File: src/rtl/windowed_frame_rate_meter_unit_macros.svh
// Assertion macros for the windowed frame rate meter.
// Included by the top level; has no other dependencies.
`ifndef WINDOWED_FRAME_RATE_METER_UNIT_MACROS_SVH
`define WINDOWED_FRAME_RATE_METER_UNIT_MACROS_SVH

`ifndef SYNTHESIS
// Checked while reset is released.
`define FRM_ASSERT(lbl, clk, rst_n, prop, msg) \
  lbl: assert property (@(posedge clk) disable iff (!rst_n) prop) else $error(msg);
// Checked at every clock edge, reset included.
`define FRM_ASSERT_ALWAYS(lbl, clk, prop, msg) \
  lbl: assert property (@(posedge clk) prop) else $error(msg);
`else
`define FRM_ASSERT(lbl, clk, rst_n, prop, msg)
`define FRM_ASSERT_ALWAYS(lbl, clk, prop, msg)
`endif

`endif

File: src/rtl/frm_pkg.sv
// Shared types and constants of the windowed frame rate meter.
// No dependencies; used by frm_divider and the top level.
package frm_pkg;

  localparam int unsigned TIME_W = 32;
  localparam int unsigned RATE_W = 23;
  localparam int unsigned WIN_W  = 16;
  localparam int unsigned CNT_W  = $clog2(TIME_W);

  localparam logic [WIN_W-1:0]  WIN_RESET = WIN_W'(1000);
  localparam logic [RATE_W-1:0] RATE_MAX  = {RATE_W{1'b1}};

  // The scale factor 1000 is applied as 1024 - 16 - 8, so the serial
  // product taps the difference stream 10, 4 and 3 bits back.
  localparam int unsigned TAP_POS  = 9;
  localparam int unsigned TAP_NEG1 = 3;
  localparam int unsigned TAP_NEG2 = 2;
  localparam int unsigned HIST_W   = TAP_POS + 1;

  typedef enum logic [2:0] {
    ST_IDLE,
    ST_SCAN,
    ST_CHECK,
    ST_DIVIDE,
    ST_FINISH
  } frm_state_e;

  typedef struct packed {
    logic busy;
    logic done;
  } div_stat_t;

endpackage

File: src/rtl/frm_divider.sv
// Restoring unsigned divider producing one quotient bit per cycle.
// Depends on frm_pkg.
module frm_divider
  import frm_pkg::*;
(
  input  logic              clk_i,
  input  logic              rst_ni,
  input  logic              start_i,
  input  logic [TIME_W-1:0] dividend_i,
  input  logic [TIME_W-1:0] divisor_i,
  output div_stat_t         stat_o,
  output logic [TIME_W-1:0] quotient_o
);

  logic              busy_q, done_q;
  logic [CNT_W-1:0]  cnt_q;
  logic [TIME_W-1:0] rem_q, quo_q, dvs_q;
  logic [TIME_W:0]   trial;
  logic [TIME_W:0]   diff;
  logic              fits;

  // Shift the next dividend bit into the partial remainder and try to subtract.
  assign trial = {rem_q, quo_q[TIME_W-1]};
  assign diff  = trial - {1'b0, dvs_q};
  assign fits  = ~diff[TIME_W];

  always_ff @(posedge clk_i or negedge rst_ni) begin
    if (!rst_ni) begin
      busy_q <= 1'b0;
      done_q <= 1'b0;
      cnt_q  <= '0;
    end else begin
      done_q <= 1'b0;
      if (start_i) begin
        busy_q <= 1'b1;
        cnt_q  <= '0;
      end else if (busy_q) begin
        cnt_q <= cnt_q + 1'b1;
        if (cnt_q == CNT_W'(TIME_W - 1)) begin
          busy_q <= 1'b0;
          done_q <= 1'b1;
        end
      end
    end
  end

  always_ff @(posedge clk_i) begin
    if (start_i) begin
      rem_q <= '0;
      quo_q <= dividend_i;
      dvs_q <= divisor_i;
    end else if (busy_q) begin
      rem_q <= fits ? diff[TIME_W-1:0] : trial[TIME_W-1:0];
      quo_q <= {quo_q[TIME_W-2:0], fits};
    end
  end

  assign stat_o.busy = busy_q;
  assign stat_o.done = done_q;
  assign quotient_o  = quo_q;

endmodule

File: src/rtl/windowed_frame_rate_meter_unit.sv
// Windowed frame rate meter: one result per frame event with the current rate.
// Each event is scanned serially; when its window closes, a new rate is then
// divided out. One event is in flight, so a new event is taken only after the
// previous result is loaded into the output register, which waits out any
// receiver stall.
// Asynchronous active-low reset clears counters, window start and rate; window 1000.
`include "windowed_frame_rate_meter_unit_macros.svh"

module windowed_frame_rate_meter_unit
  import frm_pkg::*;
(
  input  logic        clk_i,
  input  logic        rst_ni,
  // Configuration: window_length_ms[15:0]
  input  logic        cfg_valid_i,
  output logic        cfg_ready_o,
  input  logic [15:0] cfg_data_i,
  // Input stream, tdata: now_ms[31:0]
  input  logic        s_axis_tvalid,
  output logic        s_axis_tready,
  input  logic [31:0] s_axis_tdata,
  // Output stream, tdata: rate_per_second[22:0], zero pad [23]
  output logic        m_axis_tvalid,
  input  logic        m_axis_tready,
  output logic [23:0] m_axis_tdata,
  // Output stream, tuser: rate_updated[0]
  output logic [0:0]  m_axis_tuser
);

  frm_state_e state_q, state_d;

  // Architectural state. The counters and time stamps rotate through bit 0
  // during the scan and are back in place, the event total incremented, at its end.
  logic [WIN_W-1:0]  wl_q;
  logic [TIME_W-1:0] et_q, wse_q, wst_q;
  logic [RATE_W-1:0] rate_q;

  // Per-event working registers.
  logic [CNT_W-1:0]  cnt_q;
  logic [TIME_W-1:0] now_q;     // rotated like the state, so it survives the scan
  logic [TIME_W-1:0] el_q;      // elapsed time, filled LSB first
  logic [TIME_W-1:0] sc_q;      // scaled event count, filled LSB first
  logic [WIN_W-1:0]  wls_q;     // window length, shifted out LSB first
  logic [HIST_W-1:0] hist_q;    // recent bits of the event difference
  logic              inc_c_q, db_q, eb_q, gt_q, upd_q;
  logic [1:0]        sb_q;

  // Output register.
  logic              m_valid_q, m_upd_q;
  logic [RATE_W-1:0] m_rate_q;

  // Serial bit logic for one scan cycle.
  logic       inc_bit, inc_c_n;
  logic       d_bit, db_n;
  logic       e_bit, eb_n;
  logic       gt_n;
  logic [2:0] s_sum;
  logic       s_bit;
  logic [1:0] sb_n;

  logic              s_xfer, m_xfer, out_free, scan_last;
  logic              div_start;
  div_stat_t         div_stat;
  logic [TIME_W-1:0] quotient;
  logic [RATE_W-1:0] rate_sat;

  assign cfg_ready_o = 1'b1;
  assign s_xfer      = s_axis_tvalid & s_axis_tready;
  assign m_xfer      = m_valid_q & m_axis_tready;
  assign out_free    = ~m_valid_q | m_axis_tready;
  assign scan_last   = (cnt_q == CNT_W'(TIME_W - 1));

  // Increment of the event total, one bit per cycle.
  assign inc_bit = et_q[0] ^ inc_c_q;
  assign inc_c_n = et_q[0] & inc_c_q;

  // Events in the window: new total minus the total at window start.
  assign d_bit = inc_bit ^ wse_q[0] ^ db_q;
  assign db_n  = (~inc_bit & (wse_q[0] | db_q)) | (wse_q[0] & db_q);

  // Elapsed time, modulo 2^32.
  assign e_bit = now_q[0] ^ wst_q[0] ^ eb_q;
  assign eb_n  = (~now_q[0] & (wst_q[0] | eb_q)) | (wst_q[0] & eb_q);

  // Serial compare: the highest differing bit seen so far decides.
  assign gt_n = (e_bit != wls_q[0]) ? e_bit : gt_q;

  // Times 1000 as d<<10 - d<<4 - d<<3. The sum is offset by four so it
  // stays non-negative; the borrow into the next bit is then 2 - sum/2.
  assign s_sum = {2'b00, hist_q[TAP_POS]} + 3'd4 - {2'b00, hist_q[TAP_NEG1]}
               - {2'b00, hist_q[TAP_NEG2]} - {1'b0, sb_q};
  assign s_bit = s_sum[0];
  assign sb_n  = 2'd2 - s_sum[2:1];

  // Quotients that do not fit the rate field saturate.
  assign rate_sat = (|quotient[TIME_W-1:RATE_W]) ? RATE_MAX : quotient[RATE_W-1:0];

  frm_divider u_div (
    .clk_i      (clk_i),
    .rst_ni     (rst_ni),
    .start_i    (div_start),
    .dividend_i (sc_q),
    .divisor_i  (el_q),
    .stat_o     (div_stat),
    .quotient_o (quotient)
  );

  // Control: idle, serial scan, decision, optional divide, result hand-off.
  always_comb begin
    state_d       = state_q;
    s_axis_tready = 1'b0;
    div_start     = 1'b0;
    unique case (state_q)
      ST_IDLE: begin
        s_axis_tready = 1'b1;
        if (s_axis_tvalid) begin
          state_d = ST_SCAN;
        end
      end
      ST_SCAN: begin
        if (scan_last) begin
          state_d = ST_CHECK;
        end
      end
      ST_CHECK: begin
        if (gt_q) begin
          div_start = 1'b1;
          state_d   = ST_DIVIDE;
        end else begin
          state_d = ST_FINISH;
        end
      end
      ST_DIVIDE: begin
        if (div_stat.done) begin
          state_d = ST_FINISH;
        end
      end
      ST_FINISH: begin
        if (out_free) begin
          state_d = ST_IDLE;
        end
      end
      default: state_d = ST_IDLE;
    endcase
  end

  always_ff @(posedge clk_i or negedge rst_ni) begin
    if (!rst_ni) begin
      state_q <= ST_IDLE;
    end else begin
      state_q <= state_d;
    end
  end

  // Window length register and architectural state.
  always_ff @(posedge clk_i or negedge rst_ni) begin
    if (!rst_ni) begin
      wl_q   <= WIN_RESET;
      et_q   <= '0;
      wse_q  <= '0;
      wst_q  <= '0;
      rate_q <= '0;
    end else begin
      if (cfg_valid_i && cfg_ready_o) begin
        wl_q <= cfg_data_i;
      end
      if (state_q == ST_SCAN) begin
        et_q  <= {inc_bit, et_q[TIME_W-1:1]};
        wse_q <= {wse_q[0], wse_q[TIME_W-1:1]};
        wst_q <= {wst_q[0], wst_q[TIME_W-1:1]};
      end else if (state_q == ST_DIVIDE && div_stat.done) begin
        // Close the window: new start at this event and this time.
        wse_q  <= et_q;
        wst_q  <= now_q;
        rate_q <= rate_sat;
      end
    end
  end

  // Working registers of the scan.
  always_ff @(posedge clk_i) begin
    if (s_xfer) begin
      now_q   <= s_axis_tdata;
      wls_q   <= wl_q;
      hist_q  <= '0;
      inc_c_q <= 1'b1;
      db_q    <= 1'b0;
      eb_q    <= 1'b0;
      sb_q    <= '0;
      gt_q    <= 1'b0;
    end else if (state_q == ST_SCAN) begin
      now_q   <= {now_q[0], now_q[TIME_W-1:1]};
      wls_q   <= {1'b0, wls_q[WIN_W-1:1]};
      hist_q  <= {hist_q[HIST_W-2:0], d_bit};
      el_q    <= {e_bit, el_q[TIME_W-1:1]};
      sc_q    <= {s_bit, sc_q[TIME_W-1:1]};
      inc_c_q <= inc_c_n;
      db_q    <= db_n;
      eb_q    <= eb_n;
      sb_q    <= sb_n;
      gt_q    <= gt_n;
    end
    if (state_q == ST_CHECK) begin
      upd_q <= gt_q;
    end
  end

  always_ff @(posedge clk_i or negedge rst_ni) begin
    if (!rst_ni) begin
      cnt_q <= '0;
    end else if (s_xfer) begin
      cnt_q <= '0;
    end else if (state_q == ST_SCAN) begin
      cnt_q <= cnt_q + 1'b1;
    end
  end

  // Output register: a new item may be scanned while a result waits here.
  always_ff @(posedge clk_i or negedge rst_ni) begin
    if (!rst_ni) begin
      m_valid_q <= 1'b0;
    end else if (state_q == ST_FINISH && out_free) begin
      m_valid_q <= 1'b1;
    end else if (m_xfer) begin
      m_valid_q <= 1'b0;
    end
  end

  always_ff @(posedge clk_i) begin
    if (state_q == ST_FINISH && out_free) begin
      m_rate_q <= rate_q;
      m_upd_q  <= upd_q;
    end
  end

  assign m_axis_tvalid = m_valid_q;
  assign m_axis_tdata  = {1'b0, m_rate_q};
  assign m_axis_tuser  = m_upd_q;

  // The divisor is an elapsed time that exceeded the window length.
  `FRM_ASSERT(a_div_nonzero, clk_i, rst_ni, div_start |-> (el_q != '0), "divide by zero")
  // The divider only runs while the control waits for it.
  `FRM_ASSERT(a_div_owned, clk_i, rst_ni, div_stat.busy |-> (state_q == ST_DIVIDE), "stray divide")
  // The decision cycle always follows a complete scan.
  `FRM_ASSERT(a_scan_full, clk_i, rst_ni,
              (state_q == ST_CHECK) |-> ($past(state_q) == ST_SCAN && cnt_q == '0),
              "scan cut short")
  // No input transfer while a result waits to be loaded.
  `FRM_ASSERT_ALWAYS(a_no_overlap, clk_i, s_axis_tready |-> (state_q != ST_FINISH),
                     "input taken during hand-off")

endmodule

File: config.mk
export PLATFORM = sky130hd
export DESIGN_NAME = windowed_frame_rate_meter_unit
export DESIGN_NICKNAME = d
export VERILOG_FILES = /design/src/rtl/frm_pkg.sv /design/src/rtl/frm_divider.sv /design/src/rtl/windowed_frame_rate_meter_unit.sv
export VERILOG_INCLUDE_DIRS = /design/src /design/src/rtl
export SDC_FILE = /design/constraint.sdc
export NUM_CORES = 1
export LEC_CHECK = 0
export CORE_MARGIN = 2
export CORE_UTILIZATION = 44
export CTS_CLUSTER_DIAMETER = 60
export DETAILED_ROUTE_END_ITERATION = 8
export DONT_BUFFER_PORTS = 1
export MAX_ROUTING_LAYER = met4
export SLEW_MARGIN = 20
export SYNTH_ARGS = -nofsm -noshare
export SYNTH_HDL_FRONTEND = slang
export SYNTH_SLANG_ARGS = --single-unit
File: constraint.sdc
create_clock -name clk_i -period 7.26 [get_ports clk_i]
set_clock_uncertainty 0.15 [all_clocks]
set_input_delay 0 -clock clk_i [delete_from_list [all_inputs] [get_ports clk_i]]
set_output_delay 0 -clock clk_i [all_outputs]
set_load 0.02 [all_outputs]
* After elaboration in Yosys (flattened, before gate mapping) *
Index checks and enable logic that the tools add are counted.

cells by class
  equality and inequality tests = 11
  bitwise logic cells = 23
  mux-type cells = 33
  reductions and logical operators = 12
  add/subtract/negate cells = 8

operators by type and width
  operator                                                                number
  32-bit two-way mux                                                      9
  33-bit by 32-bit subtractor with 33-bit output                          1
  16-bit two-way mux                                                      2
  23-bit two-way mux                                                      1
  5-bit two-way mux                                                       4
  3-bit two-way mux                                                       5
  3-bit case mux with 5 select lines                                      1
  1-bit two-way mux                                                       11
  5-bit by 1-bit adder with 5-bit output (second input constant)          2
  5-bit equality test (second input constant)                             2
  9-bit OR reduction                                                      1
  2-bit nonzero test                                                      4
  1-bit bitwise AND                                                       7
  3-bit by 2-bit equality test with 1-bit output (second input constant)  2
  2-bit inequality test (second input constant)                           3
  1-bit inverter                                                          6
  2-bit AND reduction                                                     3
  3-bit by 1-bit subtractor with 3-bit output                             2
  1-bit OR                                                                5
  1-bit bitwise XOR                                                       5
  4-bit AND reduction                                                     1
  1-bit by 3-bit adder with 3-bit output (second input constant)          1
  3-bit by 1-bit equality test with 1-bit output (second input constant)  1
  3-bit equality test (second input constant)                             1
  6 further kinds                                                         7

storage, ports and cells
  register bits after elaboration = 400
  bits of input ports = 53

* Depth between registers and ports, before layout *
  word-level depth = 5
  depth in mapped cells = 14
  gate-level depth less buffers = 13

* Cells and area by module *
A second synthesis with hierarchy kept.

unflattened totals
  cell total of the unflattened synthesis = 1371
  area, all modules = 17251.5 µm²

modules (own cells, without submodules)
  module                          area an instance (µm²)  cells an instance  sequential area each (µm²)  instances
  windowed_frame_rate_meter_unit  11369.7                 819                8045.2                      1
  frm_divider                     5881.9                  552                2737.6                      1

* Worst setup path after synthesis *
OpenSTA, ideal clock, no wires.

  path type = register -> register
  start point = register state_q[1]
  end point = register el_q[0], enable pin
  setup time = 453 ps
  data arrival time = 3196 ps
  slack = 3461 ps
  stages on the path, launching flop included = 7
  period minus slack after synthesis = 3799 ps
  path through = dfrtp_1 nor2_1 nand2_1 inv_1 clkbuf_1 clkbuf_1 clkbuf_1

on the way
  cells in the longest elaborated chain, start to end = 5
  elaborated cells on any way between the ends = 6

ends and longest elaborated chain
  item                                      line                                   RTL
  from (decl)                               windowed_frame_rate_meter_unit.sv:30   frm_state_e state_q, state_d;
  from (signal assigned)                    windowed_frame_rate_meter_unit.sv:151  state_q <= state_d;
  3-bit logical NOT                         windowed_frame_rate_meter_unit.sv:113  unique case (state_q)
  1-bit two-way mux                         windowed_frame_rate_meter_unit.sv:113
  1-bit bitwise AND                         windowed_frame_rate_meter_unit.sv:68   assign s_xfer = s_axis_tvalid & s_axis_tready;
  1-bit inverter (no source line)           --
  2-bit AND reduction (no source line) (*)  --
  to (signal assigned)                      windowed_frame_rate_meter_unit.sv:195  el_q <= {e_bit, el_q[TIME_W-1:1]};
  to (decl)                                 windowed_frame_rate_meter_unit.sv:41   logic [TIME_W-1:0] el_q;

Every way passes the cells marked *; elsewhere a longest branch is shown, timed or not.
A chain may end at the register's enable or synchronous reset.

* Worst setup path in the final report *
  start point = register u_div.quo_q[31] (netlist: u_div.quotient_o[31])
  end point = register u_div.rem_q[27]

on the way
  cells in the longest elaborated chain, start to end = 2

ends and longest elaborated chain
  item                                            line               RTL
  from (decl)                                     frm_divider.sv:17  logic [TIME_W-1:0] rem_q, quo_q, dvs_q;
  from (signal assigned)                          frm_divider.sv:50  quo_q <= dividend_i;
  from (signal assigned)                          frm_divider.sv:54  quo_q <= {quo_q[TIME_W-2:0], fits};
  33-bit by 32-bit subtractor with 33-bit output  frm_divider.sv:24  assign diff = trial - {1'b0, dvs_q};
  32-bit two-way mux                              frm_divider.sv:53  rem_q <= fits ? diff[TIME_W-1:0] : trial[TIME_W-1:0];
  to (signal assigned)                            frm_divider.sv:53
  to (decl)                                       frm_divider.sv:17

Every way passes these cells.

==> flow_summary.rst <==
.. list-table::
   :header-rows: 1

   * - Metric
     - Value
   * - Result of the run
     - finished clean
   * - Final std cell area, no fill
     - 20170 um^2
   * - Post-CTS setup buffer count
     - 0
   * - First-pass GRT wire length
     - 57400 um
   * - Peak clock frequency supported by timing
     - 265.7 MHz
   * - Worst hold slack
     - 150.6 ps
   * - Total clock sinks
     - 400
   * - Post-synth EDFFs
     - 201
   * - Number of distinct library cell variants in the gate-level netlist after synthesis
     - 54
   * - CP Max Fanout
     - 26
   * - Clock slew at the register clock pins of the worst setup and hold paths
     - 60 ps
   * - Critical path's top delay family
     - compound AO/OA/AOI/OAI gates
   * - Core area
     - 37840 um^2
   * - Most repeated library cell on the critical path
     - sky130_fd_sc_hd__o21ai_1
   * - Diodes inserted
     - 0
   * - RSZ-0062 raised after global routing
     - no
   * - Start-to-end type of the worst setup path
     - flip-flop to flip-flop
   * - Floorplan die height
     - 200.5 um
   * - Overall Global Routing Usage
     - 17.68%
   * - Final Hold Violating Endpoints
     - 0
   * - Post-CTS Hold Buffers
     - 129
   * - Clock buffer depth
     - 3
   * - Power per unit of standard cell area
     - 468.5 nW/um^2
   * - Worst hold path type
     - primary input to flip-flop
   * - GRT Residual Overflow
     - 0
   * - Final setup violation count
     - 0
   * - Max-slew violation count
     - 0
   * - Hold path endpoint
     - m_axis_tvalid
   * - Clk_lat worst skew
     - 570 ps
   * - Data required time at the worst endpoint
     - 7510 ps
   * - Post-route insts no fill
     - 2199
   * - Slew Limit Headroom
     - 25.83%
   * - Worst-Margin Slew
     - 1113 ps
   * - Number of nets with antenna violations after routing
     - 0
   * - Hold-critical path depth
     - 3
   * - Resized Gates After CTS
     - 0
   * - Total number of nets in the final design
     - 1749
   * - Number of core rows
     - 71
   * - Setup TNS
     - 0 ps
   * - FFs w/ async S/R, synth
     - 37.75%
   * - Post-Synthesis Cells
     - 1545
   * - Leakage Power
     - 0.008644 uW
   * - Placer's final routability congestion estimate
     - 0.8963
   * - Detail-routed net length per standard cell
     - 15.41 um
   * - Final period util
     - 51.84%
   * - Count of buffer and inverter cells on the critical path
     - 2
   * - Average via count per standard cell
     - 5.165
   * - DP Wirelength
     - 18290 um
   * - Reg2reg path depth
     - 13
   * - Total placed cells including tap cells
     - 1989
   * - Max Cap Violations
     - 0
   * - Data arrival time of the worst path
     - 4020 ps
   * - Standard cell with the maximum stage delay on the critical path
     - sky130_fd_sc_hd__xor2_4
   * - Share of final-layout standard cells stronger than drive strength 1
     - 6.991%
   * - Post-synthesis average cell area
     - 10.99 um^2
   * - Residual DRC count
     - 0
   * - Count of pins on the block boundary
     - 81
   * - Clock tree root driver cell
     - sky130_fd_sc_hd__clkbuf_16
   * - Critical R2R Launch
     - u_div.quotient_o[31]
   * - Category of the worst setup path capture point
     - flip-flop
   * - Startpoint of the lowest-slack hold path
     - m_axis_tready
   * - Critical path launch point type
     - flip-flop
   * - Largest voltage drop on the vdd net
     - 281.8 uV
   * - CTS H-tree depth
     - 2
   * - Maximum number of pins on one net before global-route repair
     - 147
   * - Dpl cell area
     - 17430 um^2
   * - Sequential share of the synthesized area
     - 63.50%
   * - Count of synthesis-stage warnings from yosys
     - 0
   * - Post-Syn Area
     - 16980 um^2
   * - Worst path max stage delay
     - 480 ps
   * - Effective utilization at floorplan
     - 44.87%
   * - Width of the chip
     - 200.5 um
   * - Number of search-and-repair iterations in the first detailed-routing pass
     - 5
   * - Area growth from synthesis to layout
     - 18.78%
   * - Flip-flop and latch count after synthesis
     - 400
   * - Cell chain of the critical path
     - inv_1, ha_1, fa_1, nand2b_1, a21oi_1, o21ai_1, a31oi_1, o21ai_1, a21oi_2, xor2_4, buf_4, mux2i_1, a211oi_1
   * - Count of vias placed by the detailed router
     - 11358
   * - Die Area
     - 40180 um^2
   * - Drt initial violations
     - 639
   * - Worst reg2reg endpoint
     - u_div.rem_q[27]
   * - Clock buffers created by TritonCTS
     - 43
   * - Vias in the first global route
     - 11537
   * - Shortest period the worst path allows
     - 3764 ps
   * - Post-Syn Nets
     - 1641
   * - Quantity of I/O buffers inserted on ports
     - 0
   * - Initial antenna violation count
     - 0
   * - CTS tree
     - done
   * - Most frequently used flop master after synthesis
     - sky130_fd_sc_hd__edfxtp_1
   * - Reg-to-reg slack, setup
     - 3500 ps
   * - Total Routed Length
     - 33890 um
[cells by family (layout without fill, tap and decap cells)]
| group | count (synthesis) | in the layout | synth area share (%) |
|---|---|---|---|
| other | 2 | 2 | 0.04423 |
| adder cells (fa/ha/maj) | 43 | 43 | 3.389 |
| multiplexers | 75 | 75 | 4.539 |
| flip-flops | 400 | 400 | 63.50 |
| AND/OR/NAND/NOR | 589 | 589 | 13.68 |
| AO/OA/AOI/OAI | 269 | 269 | 9.895 |
| XOR/XNOR | 36 | 36 | 1.901 |
| buffers and inverters | 131 | 274 | 3.050 |
[cells in the mapped netlist (14+ instances only)]
master,n,area share [%]
sky130_fd_sc_hd__edfxtp_1,201,36
sky130_fd_sc_hd__mux2_2,16,1.1
sky130_fd_sc_hd__a21oi_1,68,2.0
sky130_fd_sc_hd__nand2_1,496,11
sky130_fd_sc_hd__nor2_1,43,0.95
sky130_fd_sc_hd__xor2_1,14,0.72
sky130_fd_sc_hd__o22a_1,24,1.2
sky130_fd_sc_hd__clkbuf_1,59,1.3
sky130_fd_sc_hd__o21ai_0,69,2.0
sky130_fd_sc_hd__ha_1,38,2.8
sky130_fd_sc_hd__dfxtp_1,48,5.7
sky130_fd_sc_hd__o21ai_1,15,0.44
sky130_fd_sc_hd__xnor2_1,21,1.1
sky130_fd_sc_hd__mux2i_1,59,3.5
sky130_fd_sc_hd__a22oi_1,32,1.4
sky130_fd_sc_hd__dfrtp_1,145,21
sky130_fd_sc_hd__inv_1,50,1.1
[metal layers]
layer	vias to the layer above	part of all wire, %	global-route usage, %
li1	5525	-	-
met1	5528	47	23.37
met2	240	46	27.70
met3	65	4.4	3.198
met4	0	2.3	5.926
met5	-	0	-
[sequential cells by signal (all words and copies together) (netlist names), 10 cells and up]
register          flops
now_q                32
sc_q                 32
u_div.quotient_o     32
hist_q               10
wls_q                16
wl_q                 16
et_q                 32
rate_q               23
wse_q                32
wst_q                32
m_rate_q             23
u_div.rem_q          32
el_q                 32
u_div.dvs_q          32
[how the worst max path moves through the flow]
stage / startpoint / to / slack [ps] / cells after the start
CTS: u_div.quotient_o[31] / u_div.rem_q[26] / 3460 / 13
global placement: u_div.quotient_o[31] / u_div.rem_q[26] / 3620 / 13
finish: u_div.quotient_o[31] / u_div.rem_q[27] / 3500 / 13
detailed placement: u_div.quotient_o[31] / u_div.rem_q[6] / 3500 / 13
global route: u_div.quotient_o[31] / u_div.rem_q[27] / 3110 / 13
floorplan: state_q[1] / el_q[0] / 3460 / 6
[cells in the final DEF (no fill, tap or decap), types with 14 or more instances in the layout]
cell / synthesis / routed
sky130_fd_sc_hd__nand2_1: 496 / 494
sky130_fd_sc_hd__edfxtp_1: 201 / 201
sky130_fd_sc_hd__dfrtp_1: 145 / 145
sky130_fd_sc_hd__dlygate4sd3_1: 0 / 127
sky130_fd_sc_hd__o21ai_0: 69 / 69
sky130_fd_sc_hd__a21oi_1: 68 / 68
sky130_fd_sc_hd__mux2i_1: 59 / 59
sky130_fd_sc_hd__inv_1: 50 / 48
sky130_fd_sc_hd__dfxtp_1: 48 / 48
sky130_fd_sc_hd__clkbuf_16: 0 / 44
sky130_fd_sc_hd__nor2_1: 43 / 41
sky130_fd_sc_hd__ha_1: 38 / 38
sky130_fd_sc_hd__a22oi_1: 32 / 32
sky130_fd_sc_hd__o22a_1: 24 / 24
sky130_fd_sc_hd__xnor2_1: 21 / 21
sky130_fd_sc_hd__mux2_2: 16 / 16
sky130_fd_sc_hd__o21ai_1: 15 / 15
sky130_fd_sc_hd__xor2_1: 14 / 14
sky130_fd_sc_hd__buf_4: 5 / 14
[worst reg2reg max path: stages (launching register included)]
cell and delay, ps:
sky130_fd_sc_hd__edfxtp_1 370, sky130_fd_sc_hd__inv_1 50, sky130_fd_sc_hd__ha_1 220, sky130_fd_sc_hd__fa_1 400, sky130_fd_sc_hd__nand2b_1 180, sky130_fd_sc_hd__a21oi_1 190, sky130_fd_sc_hd__o21ai_1 140, sky130_fd_sc_hd__a31oi_1 250
sky130_fd_sc_hd__o21ai_1 100, sky130_fd_sc_hd__a21oi_2 230, sky130_fd_sc_hd__xor2_4 480, sky130_fd_sc_hd__buf_4 480, sky130_fd_sc_hd__mux2i_1 270, sky130_fd_sc_hd__a211oi_1 90
[report_power, final]
part | internal (uW) | switching [uW] | total, uW | leakage (uW)
Sequential | 3500 | 444 | 3940 | 0.00440
Combinational | 1350 | 2000 | 3350 | 0.00355
Clock | 1270 | 889 | 2160 | 0.000688
Total | 6110 | 3340 | 9450 | 0.00864
[area by class of cell]
class                      instances  area, um^2
clock buffer                      67        1297
clock inverter                    13       107.6
fill                            3311       17670
inverter                          50       192.7
multi-input combinational       1014        5708
sequential                       400       10780
tap                              511       639.4
timing repair buffer             144        1443
[through the flow]
step           setup WS (ps)  power [uW]  util, %
2_1_floorplan           3461        6338        -
3_3_place_gp            3618        6971    46.05
3_5_place_dp            3501        7056    46.05
4_1_cts                 3458        9505    53.27
5_1_grt                 3111       10170    53.30
6_report                3496        9450    53.30
Note: power is estimated with default switching activity, not from simulation.
